**src/hdl/vca_pkg.sv**
```systemverilog
package vca_pkg;

  localparam int unsigned NumVoices = 8;
  localparam int unsigned IdxW      = (NumVoices > 1) ? $clog2(NumVoices) : 1;
  localparam logic [IdxW-1:0] LastIdx = IdxW'(NumVoices - 1);

  localparam int unsigned EntW  = 16;
  localparam int unsigned SubW  = 4;
  localparam int unsigned LenW  = 24;
  localparam int unsigned NowW  = 31;
  localparam int unsigned EndW  = 32;
  localparam int unsigned LifeW = EndW + 1;

  localparam logic signed [LifeW-1:0] LifeCeiling = 33'sh0_7fff_ffff;
  localparam logic [SubW-1:0] SubAny  = 4'hf;
  localparam logic [SubW-1:0] SubNone = 4'h0;

  typedef enum logic [1:0] {
    ActAlloc = 2'd0,
    ActStop  = 2'd1,
    ActClear = 2'd2
  } action_e;

  typedef enum logic [1:0] {
    StIdle  = 2'd0,
    StScan  = 2'd1,
    StDrain = 2'd2,
    StWrite = 2'd3
  } state_e;

  typedef struct packed {
    logic [EntW-1:0] owner;
    logic [SubW-1:0] sub;
    logic [EndW-1:0] end_time;
    logic            active;
  } entry_t;

  localparam int unsigned EntryW = $bits(entry_t);

  typedef struct packed {
    logic            we;
    logic [IdxW-1:0] addr;
    entry_t          data;
  } ram_wr_t;

  typedef struct packed {
    logic       granted;
    logic [2:0] index;
    logic       stole;
  } result_t;

endpackage

```
**src/hdl/vca_ram.sv**
```systemverilog
module vca_ram #(
  parameter int unsigned Width = 8,
  parameter int unsigned Depth = 8
) (
  input  logic                     clk_i,
  input  logic                     we_i,
  input  logic [$clog2(Depth)-1:0] waddr_i,
  input  logic [Width-1:0]         wdata_i,
  input  logic [$clog2(Depth)-1:0] raddr_i,
  output logic [Width-1:0]         rdata_o
);

  logic [Width-1:0] mem_q [Depth];
  logic [Width-1:0] rdata_q;

  always_ff @(posedge clk_i) begin
    if (we_i) begin
      mem_q[waddr_i] <= wdata_i;
    end
    rdata_q <= mem_q[raddr_i];
  end

  assign rdata_o = rdata_q;

endmodule

```
**src/hdl/vca_ctrl.sv**
```systemverilog
module vca_ctrl
  import vca_pkg::*;
(
  input  logic             clk_i,
  input  logic             rst_ni,
  input  logic             in_valid_i,
  output logic             in_ready_o,
  input  logic [1:0]       action_i,
  input  logic [EntW-1:0]  entity_i,
  input  logic [SubW-1:0]  sub_i,
  input  logic [LenW-1:0]  len_i,
  input  logic [NowW-1:0]  now_i,
  input  logic [EntW-1:0]  viewer_i,
  output logic             res_valid_o,
  input  logic             res_ready_i,
  output result_t          res_o,
  output logic [IdxW-1:0]  ram_raddr_o,
  input  entry_t           ram_rdata_i,
  output ram_wr_t          ram_wr_o
);

  state_e state_q, state_d;
  logic [IdxW-1:0] rd_idx_q, rd_idx_d;
  logic            proc_vld_q, proc_vld_d;
  logic [IdxW-1:0] proc_idx_q, proc_idx_d;
  logic            found_q, found_d;
  logic            pick_vld_q, pick_vld_d;
  logic [IdxW-1:0] pick_q, pick_d;
  logic            pick_act_q, pick_act_d;
  logic signed [LifeW-1:0] best_q, best_d;
  logic [NumVoices-1:0] valid_q, valid_d;

  action_e         act_q;
  logic [EntW-1:0] ent_q;
  logic [SubW-1:0] sub_q;
  logic [LenW-1:0] len_q;
  logic [NowW-1:0] now_q;

  entry_t                  ent_rd;
  logic                    own_match;
  logic                    stop_match;
  logic                    protect;
  logic signed [LifeW-1:0] life;
  logic [IdxW+2:0]         pick_ext;
  logic [EndW-1:0]         new_end;
  logic                    accept;

  assign in_ready_o = (state_q == StIdle);
  assign accept     = in_valid_i & in_ready_o;

  always_comb begin
    ent_rd     = valid_q[proc_idx_q] ? ram_rdata_i : '0;
    own_match  = (sub_q != SubNone) && (ent_rd.owner == ent_q) &&
                 ((ent_rd.sub == sub_q) || (sub_q == SubAny));
    stop_match = (ent_rd.owner == ent_q) && (ent_rd.sub == sub_q);
    protect    = (ent_rd.owner == viewer_i) && (ent_q != viewer_i) && ent_rd.active;
    life       = $signed({1'b0, ent_rd.end_time}) - $signed({2'b00, now_q});
    pick_ext   = {3'b000, pick_q};
    new_end    = {1'b0, now_q} + {{(EndW-LenW){1'b0}}, len_q};
  end

  always_comb begin
    state_d     = state_q;
    rd_idx_d    = rd_idx_q;
    proc_vld_d  = 1'b0;
    proc_idx_d  = proc_idx_q;
    found_d     = found_q;
    pick_vld_d  = pick_vld_q;
    pick_d      = pick_q;
    pick_act_d  = pick_act_q;
    best_d      = best_q;
    valid_d     = valid_q;
    ram_raddr_o = rd_idx_q;
    ram_wr_o    = '0;
    res_valid_o = 1'b0;
    res_o       = '0;

    if (proc_vld_q && !found_q) begin
      case (act_q)
        ActAlloc: begin
          if (own_match) begin
            found_d    = 1'b1;
            pick_vld_d = 1'b1;
            pick_d     = proc_idx_q;
            pick_act_d = ent_rd.active;
          end else if (!protect && (life < best_q)) begin
            best_d     = life;
            pick_vld_d = 1'b1;
            pick_d     = proc_idx_q;
            pick_act_d = ent_rd.active;
          end
        end
        ActStop: begin
          if (stop_match) begin
            found_d    = 1'b1;
            pick_vld_d = 1'b1;
            pick_d     = proc_idx_q;
          end
        end
        default: begin
        end
      endcase
    end

    case (state_q)
      StIdle: begin
        rd_idx_d   = '0;
        found_d    = 1'b0;
        pick_vld_d = 1'b0;
        pick_d     = '0;
        pick_act_d = 1'b0;
        best_d     = LifeCeiling;
        if (in_valid_i) begin
          if ((action_i == ActAlloc) || (action_i == ActStop)) begin
            state_d = StScan;
          end else begin
            state_d = StWrite;
          end
        end
      end
      StScan: begin
        proc_vld_d = 1'b1;
        proc_idx_d = rd_idx_q;
        if (rd_idx_q == LastIdx) begin
          state_d = StDrain;
        end else begin
          rd_idx_d = rd_idx_q + 1'b1;
        end
      end
      StDrain: begin
        state_d = StWrite;
      end
      StWrite: begin
        res_valid_o = 1'b1;
        case (act_q)
          ActAlloc: begin
            if (pick_vld_q) begin
              res_o.granted = 1'b1;
              res_o.index   = pick_ext[2:0];
              res_o.stole   = pick_act_q;
            end
          end
          ActStop: begin
            if (found_q) begin
              res_o.granted = 1'b1;
              res_o.index   = pick_ext[2:0];
            end
          end
          default: begin
          end
        endcase
        if (res_ready_i) begin
          state_d = StIdle;
          case (act_q)
            ActAlloc: begin
              if (pick_vld_q) begin
                ram_wr_o.we                = 1'b1;
                ram_wr_o.addr              = pick_q;
                ram_wr_o.data.owner        = ent_q;
                ram_wr_o.data.sub          = sub_q;
                ram_wr_o.data.end_time     = new_end;
                ram_wr_o.data.active       = 1'b1;
                valid_d[pick_q]            = 1'b1;
              end
            end
            ActStop: begin
              if (found_q) begin
                ram_wr_o.we                = 1'b1;
                ram_wr_o.addr              = pick_q;
                ram_wr_o.data.owner        = ent_q;
                ram_wr_o.data.sub          = sub_q;
                ram_wr_o.data.end_time     = '0;
                ram_wr_o.data.active       = 1'b0;
                valid_d[pick_q]            = 1'b1;
              end
            end
            ActClear: begin
              valid_d = '0;
            end
            default: begin
            end
          endcase
        end
      end
      default: begin
        state_d = StIdle;
      end
    endcase
  end

  always_ff @(posedge clk_i or negedge rst_ni) begin
    if (!rst_ni) begin
      state_q    <= StIdle;
      rd_idx_q   <= '0;
      proc_vld_q <= 1'b0;
      proc_idx_q <= '0;
      found_q    <= 1'b0;
      pick_vld_q <= 1'b0;
      pick_q     <= '0;
      pick_act_q <= 1'b0;
      best_q     <= LifeCeiling;
      valid_q    <= '0;
    end else begin
      state_q    <= state_d;
      rd_idx_q   <= rd_idx_d;
      proc_vld_q <= proc_vld_d;
      proc_idx_q <= proc_idx_d;
      found_q    <= found_d;
      pick_vld_q <= pick_vld_d;
      pick_q     <= pick_d;
      pick_act_q <= pick_act_d;
      best_q     <= best_d;
      valid_q    <= valid_d;
    end
  end

  always_ff @(posedge clk_i) begin
    if (accept) begin
      act_q <= action_e'(action_i);
      ent_q <= entity_i;
      sub_q <= sub_i;
      len_q <= len_i;
      now_q <= now_i;
    end
  end

endmodule

```
**src/hdl/voice_channel_allocator.sv**
```systemverilog
// Voice channel allocator: NumVoices entries in one RAM, scanned one per cycle.
// Allocate and stop pass through the scan, drain and write states; clear and
// unused codes go straight to the write state. One item in flight; the next item
// is taken the cycle after the result is handed to the output register.
// Reset (async, active low) empties the table via per-entry valid bits.
module voice_channel_allocator
  import vca_pkg::*;
(
  input  logic                    clk_i,
  input  logic                    rst_ni,
  input  logic                    in_valid_i,
  output logic                    in_ready_o,
  input  logic [1:0]              action_i,
  input  logic [EntW-1:0]         entity_i,
  input  logic signed [SubW-1:0]  sub_channel_i,
  input  logic [LenW-1:0]         sound_length_i,
  input  logic [NowW-1:0]         now_i,
  output logic                    out_valid_o,
  input  logic                    out_ready_i,
  output logic                    granted_o,
  output logic [2:0]              channel_index_o,
  output logic                    stole_active_o,
  input  logic                    cfg_we_i,
  input  logic [EntW-1:0]         cfg_wdata_i
);

  logic [EntW-1:0] viewer_q;
  logic            out_valid_q;
  result_t         res_q;
  logic            res_valid;
  logic            res_ready;
  result_t         res;
  logic [IdxW-1:0] ram_raddr;
  logic [EntryW-1:0] ram_rdata;
  ram_wr_t         ram_wr;

  assign res_ready = !out_valid_q || out_ready_i;

  vca_ctrl u_ctrl (
    .clk_i       (clk_i),
    .rst_ni      (rst_ni),
    .in_valid_i  (in_valid_i),
    .in_ready_o  (in_ready_o),
    .action_i    (action_i),
    .entity_i    (entity_i),
    .sub_i       (sub_channel_i),
    .len_i       (sound_length_i),
    .now_i       (now_i),
    .viewer_i    (viewer_q),
    .res_valid_o (res_valid),
    .res_ready_i (res_ready),
    .res_o       (res),
    .ram_raddr_o (ram_raddr),
    .ram_rdata_i (entry_t'(ram_rdata)),
    .ram_wr_o    (ram_wr)
  );

  vca_ram #(
    .Width (EntryW),
    .Depth (NumVoices)
  ) u_ram (
    .clk_i   (clk_i),
    .we_i    (ram_wr.we),
    .waddr_i (ram_wr.addr),
    .wdata_i (ram_wr.data),
    .raddr_i (ram_raddr),
    .rdata_o (ram_rdata)
  );

  always_ff @(posedge clk_i or negedge rst_ni) begin
    if (!rst_ni) begin
      viewer_q    <= '0;
      out_valid_q <= 1'b0;
    end else begin
      if (cfg_we_i) begin
        viewer_q <= cfg_wdata_i;
      end
      if (res_ready) begin
        out_valid_q <= res_valid;
      end
    end
  end

  always_ff @(posedge clk_i) begin
    if (res_ready && res_valid) begin
      res_q <= res;
    end
  end

  assign out_valid_o     = out_valid_q;
  assign granted_o       = res_q.granted;
  assign channel_index_o = res_q.index;
  assign stole_active_o  = res_q.stole;

endmodule
```
**config.mk**
```make
export PLATFORM = sky130hd
export DESIGN_NAME = voice_channel_allocator
export DESIGN_NICKNAME = d
export VERILOG_FILES = /design/src/hdl/vca_pkg.sv /design/src/hdl/vca_ram.sv /design/src/hdl/vca_ctrl.sv /design/src/hdl/voice_channel_allocator.sv
export SDC_FILE = /design/constraint.sdc
export NUM_CORES = 1
export LEC_CHECK = 0
export BUFFER_PORTS_ARGS = -buffer_cell sky130_fd_sc_hd__buf_2
export CAP_MARGIN = 40
export CORE_MARGIN = 1
export CORE_UTILIZATION = 40
export CTS_CLUSTER_DIAMETER = 150
export CTS_CLUSTER_SIZE = 28
export DETAILED_ROUTE_END_ITERATION = 12
export GPL_ROUTABILITY_DRIVEN = 1
export GPL_TIMING_DRIVEN = 0
export SYNTH_ARGS = -nofsm -noshare
export SYNTH_HDL_FRONTEND = slang
export SYNTH_SLANG_ARGS = --single-unit
```
**constraint.sdc**
```tcl
create_clock -name clk_i -period 7.2 [get_ports clk_i]
set_clock_uncertainty 0.1 [all_clocks]
set_input_delay 0.72 -clock clk_i [delete_from_list [all_inputs] [get_ports clk_i]]
set_output_delay 0.72 -clock clk_i [all_outputs]
set_load 0.02 [all_outputs]
```
==> flow_summary.yaml, run 1 <==
sta:
  hold_viol: 0
  worstMarginPinSlew_ns: 0.9648
  fin_crit_ns: 6.876
  whs_ns: 0.1739
  setup_slack_ns: 0.3235
  relSlewSlack: 0.3554
  setup_viol_count_final: 0
  fin_crit_sh: 0.9551
  timing.fmax_ghz: 0.1454
  slew_viol_final: 0
synth:
  async_flop_share: 0.1155
  synth_cell_types: 75
  synth_nets: 1959
  syn_avg_cell_area_um2: 15.64
  ys_warn_count: 0
  synth_cells: 1765
  synth_ff_type: "edfxtp_1"
  ys_seq_area_frac: 0.6564
  ys_seq_elements: 632
  synth_area_um2: 27610
  synth_top_area_frac: 0.5504
  synth_top_cell_by_area: "edfxtp_1"
  synth_area_leaders: "edfxtp_1 (55%), mux4_2 (8.8%), ha_1 (4.3%)"
  synth-edff-count: 506
placed_design:
  dpl_worst_slack_ns: -1.532
  placed_cells: 2791
  dpl_cell_area_um2: 29890
  place_congestion: 0.8433
  hpwl_um: 44200
  numPortBuffers: 103
final_layout:
  num_antenna_cells: 0
  synthToLayoutAreaGrowth_pct: 11.76
  final_cell_area_um2: 30850
  instances_no_fill: 2848
  fin_nets: 2149
  fill_cells: 5969
  drive_above_1_share: 0.2228
  utilization: 0.4554
drt:
  drc_errors: 0
  finalWirelength_um: 62660
  first_pass_iters: 5
  ant_nets: 0
  avgRoutedWirePerCell_um: 22.00
  drt_first_iter_violations: 1099
  avgViaCountPerCell: 5.462
  vias: 15560
worst_setup_path:
  start_kind: "flop"
  endpoint_kind: "flop"
  critPathArrivalTime_ns: 7.30
  critPathKind: "reg -> reg"
  worst_path_max_delay_cell: "mux4_2"
  critical_path.max_fanout: 19
  critical-path-max-stage-delay_ns: 0.50
  required_ns: 7.63
clocking:
  cts.sinks: 632
  cts_tree: "done"
  path_clk_slew_ns: 0.11
  ctsHtreeMaxLevel: 1
  worstSkewPairLatency_ns: 0.61
  cts.path.max_buffers: 3
  cts_made_buffers: 26
  cts_root_buffer: "clkbuf_16"
global_route:
  grt_util_all_layers: 0.1782
  grt_max_degree: 41
  antenna_found_initial: 1
  grt_overflow_total: 0
  grt_first_pass_wirelength_um: 95700
  grt_pass1_vias: 15890
die:
  die_x_um: 264.7
  die-area_um2: 70070
  num_rows: 95
  die_y_um: 264.7
  start_util: 0.4074
  num_io_pins: 105
  core_area_um2: 67750
power:
  p_per_area_nw_per_um2: 345.5
  max-vdd-ir-drop_mv: 0.2303
  p_leak_nw: 12.31
job:
  maxCapViolations: 0
min_path:
  hold_path_class: "in -> reg"
run_status:
  status: "complete, no violations"
path summary, 6_finish.rpt:
path	from	to	slack [ns]	cells after the start
worst max-delay path	u_ctrl.proc_idx_q[1]$_DFFE_PN0P_	u_ctrl.best_q[17]$_DFFE_PN1P_	0.32	28
worst min-delay path	sound_length_i[18]	u_ctrl.len_q[18]$_DFFE_PP_	0.17	1
worst max register to register	u_ctrl.proc_idx_q[1]$_DFFE_PN0P_	u_ctrl.best_q[17]$_DFFE_PN1P_	0.32	28
worst min register to register	u_ctrl.best_q[0]$_DFFE_PN1P_	u_ctrl.best_q[0]$_DFFE_PN1P_	0.41	2
max in group asynchronous	rst_ni	u_ctrl.proc_idx_q[1]$_DFFE_PN0P_	5.86	3
min in group asynchronous	rst_ni	u_ctrl.best_q[31]$_DFFE_PN0P_	0.55	2
area by class of cell:
cell class                      instances  area, um^2  area share
Clock inverter                          1       16.27   0.0005272
Multi-Input combinational cell        984        9031      0.2927
Buffer                                 59       292.8    0.009490
Sequential cell                       632       18120      0.5874
Clock buffer                           47       750.7     0.02433
Inverter                               89       334.1     0.01083
Tap cell                              873        1092     0.03540
Timing Repair Buffer                  163        1212     0.03930
report_power, final:
group,internal (mW),switching [mW]
logic,1.87,2.49
clock network,0.720,1.08
registers,4.29,0.214
kinds of logic (layout without fill, tap and decap cells):
family	after synthesis	after routing	share of synthesized area
flops	632	632	0.6564
simple gates	348	348	0.06355
compound gates	241	241	0.05706
mux	214	214	0.1299
buf+inv	149	359	0.02207
fa+ha+maj	96	96	0.04406
xor+xnor	85	85	0.02697
sequential cells by signal, indices dropped and copies added, names as in the netlist:
| name | cells |
|---|---|
| u_ram.mem_q | 424 |
| u_ctrl.pick_vld_q | 1 |
| u_ctrl.now_q | 31 |
| granted_o | 1 |
| u_ctrl.state_q | 2 |
| u_ctrl.len_q | 24 |
| u_ctrl.ram_raddr_o | 3 |
| u_ram.rdata_o | 53 |
| u_ctrl.found_q | 1 |
| u_ctrl.sub_q | 4 |
| stole_active_o | 1 |
| viewer_q | 16 |
| u_ctrl.proc_vld_q | 1 |
| u_ctrl.ent_q | 16 |
| u_ctrl.act_q | 2 |
| u_ctrl.pick_act_q | 1 |
| u_ctrl.pick_q | 3 |
| u_ctrl.best_q | 33 |
| out_valid_o | 1 |
| u_ctrl.valid_q | 8 |
| u_ctrl.proc_idx_q | 3 |
| channel_index_o | 3 |
cells in the final DEF (no fill, tap or decap), drive strengths merged, types with 52 or more instances in the layout:
master / netlist / routed
a21oi: 61 / 61
buf: 19 / 179
clkbuf: 41 / 88
dfxtp: 53 / 53
edfxtp: 506 / 506
ha: 94 / 94
inv: 89 / 89
mux2: 70 / 70
mux4: 108 / 108
nand2: 91 / 91
nor2: 79 / 79
o21ai: 52 / 52
xor2: 52 / 52
critical path: cells and delay by family (launching register included):
family          cells  cell delay, ns
fa+ha+maj           3            0.86
mux                 3            1.03
buf+inv             5            0.80
compound gates     11            2.34
simple gates        6            1.22
flops               1            0.43
per-stage QoR:
step / total power [mW] / TNS [ns]
floorplan: 7.516 / 0
global placement: 8.600 / -619.51
detailed placement: 8.759 / -53.92
CTS: 10.64 / 0
global route: 11.31 / -0.008131
finish: 10.66 / 0
timing repair:
item	in CTS	in global routing
endpoints found under the setup margin	38	36
gates resized for setup	17	13
buffers inserted	0	7
hold buffers	1	0
pin swaps	3	9
endpoints found under the hold margin	2	0
routing by layer:
| layer | share of wire | wire, um | GRT usage | vias to the layer above |
|---|---|---|---|---|
| li1 | - | - | - | 7124 |
| met1 | 0.45 | 28040 | 0.2455 | 8116 |
| met2 | 0.51 | 31790 | 0.3102 | 267 |
| met3 | 0.032 | 1992 | 0.01570 | 48 |
| met4 | 0.013 | 836 | 0.03343 | 0 |
| met5 | 0 | 0 | 0 | - |
synthesized netlist by cell type (42+ instances only):
cell type	n
mux4_2	108
mux2_2	69
edfxtp_1	506
a21oi_1	61
xor2_1	52
o21ai_0	45
dfrtp_1	42
dfxtp_1	53
ha_1	94
inv_1	89
nor2_1	79
nand2_1	91
(Power assumes the default switching activity.)
==> run 2, diff against run 1 <==
==> constraint.sdc (replaced) <==
create_clock -name clk_i -period 7.5 [get_ports clk_i]
set_clock_uncertainty 0.1 [all_clocks]
set_input_delay 0.75 -clock clk_i [delete_from_list [all_inputs] [get_ports clk_i]]
set_output_delay 0.75 -clock clk_i [all_outputs]
set_load 0.02 [all_outputs]
==> flow_summary.yaml, run 2 (synthesis results as in run 1) <==
run_status:
  status: "complete, no violations"
final_layout:
  largest_reg_flops: 424
  mostFrequentLayoutCells: "edfxtp_1 (506), mux4_2 (108), buf_2 (106)"
  final_common_cell: "edfxtp_1"
  num_antenna_cells: 0
  final_cell_area_um2: 30740
  synthToLayoutAreaGrowth_pct: 11.34
  drive_above_1_share: 0.2170
  utilization: 0.4537
  fin_nets: 2142
  largest_register: "u_ram.mem_q"
sta:
  slew_viol_final: 0
  relSlewSlack: 0.3801
  fin_crit_ns: 7.108
  fin_crit_sh: 0.9477
  worstMarginPinSlew_ns: 0.9242
  timing.fmax_ghz: 0.1407
  setup_viol_count_final: 0
  rsz0062_at_grt: "false"
  hold_viol: 0
power:
  p_int_mw: 6.537
  switching_power_mw: 3.604
  p_per_area_nw_per_um2: 330.0
  comb_power_share: 0.403
  p_leak_nw: 12.25
  seq_power_share: 0.426
  total_power_mw: 10.14
  max-vdd-ir-drop_mv: 0.2208
  swShare: 0.3554
  clkPwrFrac: 0.171
global_route:
  grt_pass1_vias: 15890
  grt_first_pass_wirelength_um: 95710
  grt_util_all_layers: 0.1783
  grt_max_degree: 41
  antenna_found_initial: 1
  grt_overflow_total: 0
job:
  maxCapViolations: 0
drt:
  avgRoutedWirePerCell_um: 22.02
  first_pass_iters: 5
  vias: 15550
  drc_errors: 0
  wl_met3_um: 2298
  wl_met2_um: 31760
  finalWirelength_um: 62570
  drt-met1-wl_um: 27660
  drt_first_iter_violations: 1086
  ant_nets: 0
  avgViaCountPerCell: 5.474
  dr.max_layer_used: "met4"
clocking:
  cts_tree: "done"
  worstSkewPairLatency_ns: 0.61
  ctsHtreeMaxLevel: 1
  path_clk_slew_ns: 0.11
  cts_made_buffers: 26
  cts_root_buffer: "clkbuf_16"
  cts.path.max_buffers: 3
  holdBufCountCts: 0
  cts.sinks: 632
worst_setup_path:
  startpoint: "u_ctrl.proc_idx_q[1]$_DFFE_PN0P_"
  critical_path.max_fanout: 19
  critPathArrivalTime_ns: 7.53
  required_ns: 7.92
  critPathKind: "reg -> reg"
  reg2reg_from: "u_ctrl.proc_idx_q[1]$_DFFE_PN0P_"
  endpoint_kind: "flop"
  start_kind: "flop"
die:
  die_y_um: 264.7
  num_io_pins: 105
  die_x_um: 264.7
  core_area_um2: 67750
  start_util: 0.4074
  die-area_um2: 70070
  num_rows: 95
placed_design:
  numPortBuffers: 103
  dpl_cell_area_um2: 29890
  hpwl_um: 44200
  place_congestion: 0.8433
min_path:
  hold_path_class: "in -> async"
-- run 2: timing repair --
item                       in CTS  in global routing
buffers inserted                0                  1
resized for setup              15                  4
pin swaps                       2                  4
setup endpoints to repair      38                 36
-- run 2: power groups by stage --
stage	logic, mW	clock network (mW)	registers, mW
after floorplan	2.88	0	4.33
after CTS	4.10	1.79	4.32
final	4.09	1.73	4.32
after global placement	3.84	0	4.41
after global routing	4.52	1.89	4.35
after detailed placement	4.01	0	4.40
-- run 2: final cells by class --
class / instances / area (um^2)
Buffer: 59 / 281.5
Clock inverter: 1 / 16.27
Multi-Input combinational cell: 984 / 8982
Inverter: 89 / 334.1
Sequential cell: 632 / 18120
Timing Repair Buffer: 156 / 1157
Tap cell: 873 / 1092
Clock buffer: 47 / 750.7
Fill cell: 5985 / 37020
-- run 2: final timing paths --
check | to | slack [ns] | cells past startpoint
worst max-delay path | u_ctrl.best_q[17]$_DFFE_PN1P_ | 0.39 | 27
worst min-delay path | u_ctrl.best_q[31]$_DFFE_PN0P_ | 0.04 | 1
worst max register to register | u_ctrl.best_q[17]$_DFFE_PN1P_ | 0.39 | 27
worst min register to register | u_ctrl.best_q[0]$_DFFE_PN1P_ | 0.41 | 2
max in group asynchronous | u_ctrl.proc_idx_q[1]$_DFFE_PN0P_ | 6.68 | 2
min in group clk_i | u_ctrl.len_q[18]$_DFFE_PP_ | 0.20 | 1
-- run 2: stage by stage --
| step | cells | hold slack (ns) | TNS (ns) | setup slack [ns] |
|---|---|---|---|---|
| 2_1_floorplan | 1765 | 0.3544 | 0 | 1.344 |
| 3_3_place_gp | 2741 | 0.3724 | -528.61 | -3.148 |
| 3_5_place_dp | 2791 | 0.3927 | -42.52 | -1.232 |
| 4_1_cts | 2839 | 0.01500 | 0 | 0.008591 |
| 5_1_grt | 2841 | 0.03317 | 0 | 0.01867 |
| 6_report | 2841 | 0.03855 | 0 | 0.3925 |
-- run 2: per-layer routing --
| metal | vias to the layer above | GRT usage |
|---|---|---|
| met5 | - | 0 |
| met4 | 0 | 0.03343 |
| met3 | 54 | 0.01570 |
| met2 | 319 | 0.3105 |
| met1 | 8067 | 0.2455 |
| li1 | 7113 | - |
-- run 2: critical path, stage by stage (launching register included) --
cell and delay, ns:
dfrtp_2 0.44, mux4_2 0.50, mux2_4 0.38, buf_6 0.22, buf_2 0.22, and2_1 0.18
ha_1 0.25, or4_1 0.57, o221a_2 0.33, o2bb2ai_1 0.18, a21o_1 0.21, a211oi_2 0.28
o31ai_1 0.11, a21oi_1 0.18, xor2_1 0.26, inv_1 0.07, ha_1 0.20, a21oi_1 0.15
o21ai_1 0.14, nor3_2 0.20, o211ai_1 0.23, a31oi_2 0.38, o21ai_2 0.14, or3b_1 0.45
buf_6 0.19, buf_8 0.16, mux2i_1 0.17, nand2_1 0.08
==> run 3, diff against run 2 <==
--- a/config.mk
+++ b/config.mk
@@ -9,11 +9,14 @@
 export CAP_MARGIN = 40
 export CORE_MARGIN = 1
 export CORE_UTILIZATION = 40
+export CTS_BUF_LIST = sky130_fd_sc_hd__clkbuf_4
 export CTS_CLUSTER_DIAMETER = 150
 export CTS_CLUSTER_SIZE = 28
 export DETAILED_ROUTE_END_ITERATION = 12
 export GPL_ROUTABILITY_DRIVEN = 1
 export GPL_TIMING_DRIVEN = 0
+export REMOVE_ABC_BUFFERS = 1
+export SLEW_MARGIN = 20
 export SYNTH_ARGS = -nofsm -noshare
 export SYNTH_HDL_FRONTEND = slang
 export SYNTH_SLANG_ARGS = --single-unit
==> flow_summary.yaml, run 3 (synthesis results as in run 1) <==
run_status:
  status: "complete, no violations"
job:
  maxCapViolations: 0
drt:
  vias: 15410
  ant_nets: 0
  drc_errors: 0
  drt_first_iter_violations: 1083
  avgViaCountPerCell: 5.347
  first_pass_iters: 5
  avgRoutedWirePerCell_um: 20.60
  finalWirelength_um: 59380
power:
  p_leak_nw: 12.47
  swShare: 0.3585
  max-vdd-ir-drop_mv: 0.1600
  clkPwrFrac: 0.133
  p_per_area_nw_per_um2: 305.2
  comb_power_share: 0.405
  switching_power_mw: 3.414
  seq_power_share: 0.463
  p_int_mw: 6.108
clocking:
  ctsHtreeMaxLevel: 1
  cts_made_buffers: 26
  cts.sinks: 632
  cts.path.max_buffers: 3
  cts_tree: "done"
  path_clk_slew_ns: 0.29
  worstSkewPairLatency_ns: 0.93
  cts_root_buffer: "clkbuf_4"
min_path:
  min_path_cells: 3
  hold_path_class: "in -> reg"
  hp-start: "cfg_we_i"
sta:
  relSlewSlack: 0.4556
  fin_setup_tns_ns: 0
  fin_crit_sh: 0.9238
  setup_viol_count_final: 0
  worstMarginPinSlew_ns: 0.8151
  hold_viol: 0
  timing.fmax_ghz: 0.1443
  slew_viol_final: 0
  fin_crit_ns: 6.929
global_route:
  grt_util_all_layers: 0.1706
  antenna_found_initial: 3
  grt_first_pass_wirelength_um: 93130
  grt_overflow_total: 0
  grt_pass1_vias: 15940
  grt_max_degree: 65
worst_setup_path:
  critPathKind: "reg -> reg"
  endpoint_kind: "flop"
  reg2reg_from: "u_ctrl.proc_idx_q[1]$_DFFE_PN0P_"
  r2r_cells: 24
  critical-path-max-stage-delay_ns: 0.53
  critical_path.max_fanout: 64
  startpoint: "u_ctrl.proc_idx_q[1]$_DFFE_PN0P_"
  cp_top_family: "compound AO/OA/AOI/OAI gates"
  critPathArrivalTime_ns: 7.70
  path_buf_inv: 2
  cp_num_cells: 24
  worst_path_most_repeated_cell: "o21ai_0"
  crit_chain: "mux4_2 -> mux2_8 -> nand2_1 -> ha_1 -> inv_1 -> fa_1 -> a211oi_1 -> o21ai_0 -> o31ai_4 -> nand2b_1 -> a21boi_0 -> o21ai_0 -> nand2_1 -> o311ai_2 -> ha_1 -> a21oi_1 -> o21ai_0 -> nor3_1 -> o211ai_1 -> a31oi_2 -> o21ai_1 -> or3b_4 -> buf_16 -> o311ai_1"
  worst_path_max_delay_cell: "mux4_2"
  start_kind: "flop"
  required_ns: 8.27
placed_design:
  numPortBuffers: 104
  hpwl_um: 40170
  placed_cells: 2735
  dpl_cell_area_um2: 29820
  place_congestion: 0.8221
die:
  num_io_pins: 105
  die_x_um: 264.7
  core_area_um2: 67750
  die-area_um2: 70070
  num_rows: 95
  die_y_um: 264.7
  start_util: 0.4074
final_layout:
  fin_nets: 2182
  synthToLayoutAreaGrowth_pct: 13.03
  instances_no_fill: 2883
  drive_above_1_share: 0.2226
  utilization: 0.4605
  largest_register: "u_ram.mem_q"
  final_common_cell: "edfxtp_1"
  final_cell_area_um2: 31200
  largest_reg_flops: 424
  mostFrequentLayoutCells: "edfxtp_1 (506), mux4_2 (108), buf_2 (106)"
run 3: cell count changes in the layout (fill, tap and decap cells not counted), sizes merged:
| cell | change |
|---|---|
| dlygate4sd3 | +94 |
| clkbuf | -38 |
| buf | -15 |
| clkdlybuf4s15 | -1 |
| diode | +2 |
run 3: area by class of cell:
type	count	area, um^2
timing repair buffer	255	2283
clock inverter	1	16.27
tap	873	1092
sequential	632	18130
clock buffer	47	352.8
multi-input combinational	984	8985
antenna	2	5.005
fill	5870	36550
inverter	89	334.1
run 3: final timing paths:
path                            slack (ns)                       endpoint
worst max register to register        0.57  u_ctrl.best_q[15]$_DFFE_PN1P_
worst min register to register        0.44  u_ctrl.best_q[15]$_DFFE_PN1P_
worst min-delay path                  0.19        viewer_q[7]$_DFFE_PN0P_
worst max-delay path                  0.57  u_ctrl.best_q[15]$_DFFE_PN1P_
min in group asynchronous             0.22  u_ctrl.valid_q[7]$_DFFE_PN0P_
max in group asynchronous             6.47  u_ctrl.best_q[21]$_DFFE_PN1P_
run 3: metal layers:
| layer | part of all wire | GRT usage | vias up |
|---|---|---|---|
| met5 | 0.00020 | 0 | - |
| met4 | 0.012 | 0.02734 | 2 |
| met3 | 0.036 | 0.01523 | 48 |
| met2 | 0.49 | 0.2887 | 261 |
| met1 | 0.47 | 0.2440 | 7916 |
| li1 | - | - | 7187 |
run 3: worst min-delay path, stage by stage:
cell and delay [ns]:
buf_2 0.23, nand2_1 0.11, o21ai_0 0.07
run 3: repair_timing:
item | 4_1_cts | 5_1_grt
setup endpoints to repair | 38 | 37
hold endpoints to repair | 131 | 0
resized for setup | 3 | 4
setup buffers | 0 | 0
hold buffers | 94 | 0
run 3: power groups by stage:
stage               logic [mW]  registers [mW]  clock network, mW
floorplan                 2.70            4.52                  0
global placement          3.52            4.73                  0
detailed placement        3.77            4.48                  0
CTS                       3.86            4.41               1.32
global route              4.31            4.45               1.42
finish                    3.85            4.41               1.26
run 3: per-stage QoR:
step / setup slack, ns / power (mW) / hold WS, ns
4_1_cts: 0.1835 / 9.592 / 0.09067
2_1_floorplan: 1.092 / 7.220 / 0.3544
6_report: 0.5715 / 9.522 / 0.1864
5_1_grt: -0.0005018 / 10.18 / 0.1327
3_3_place_gp: -4.533 / 8.254 / 0.3736
3_5_place_dp: -0.4035 / 8.258 / 0.3832
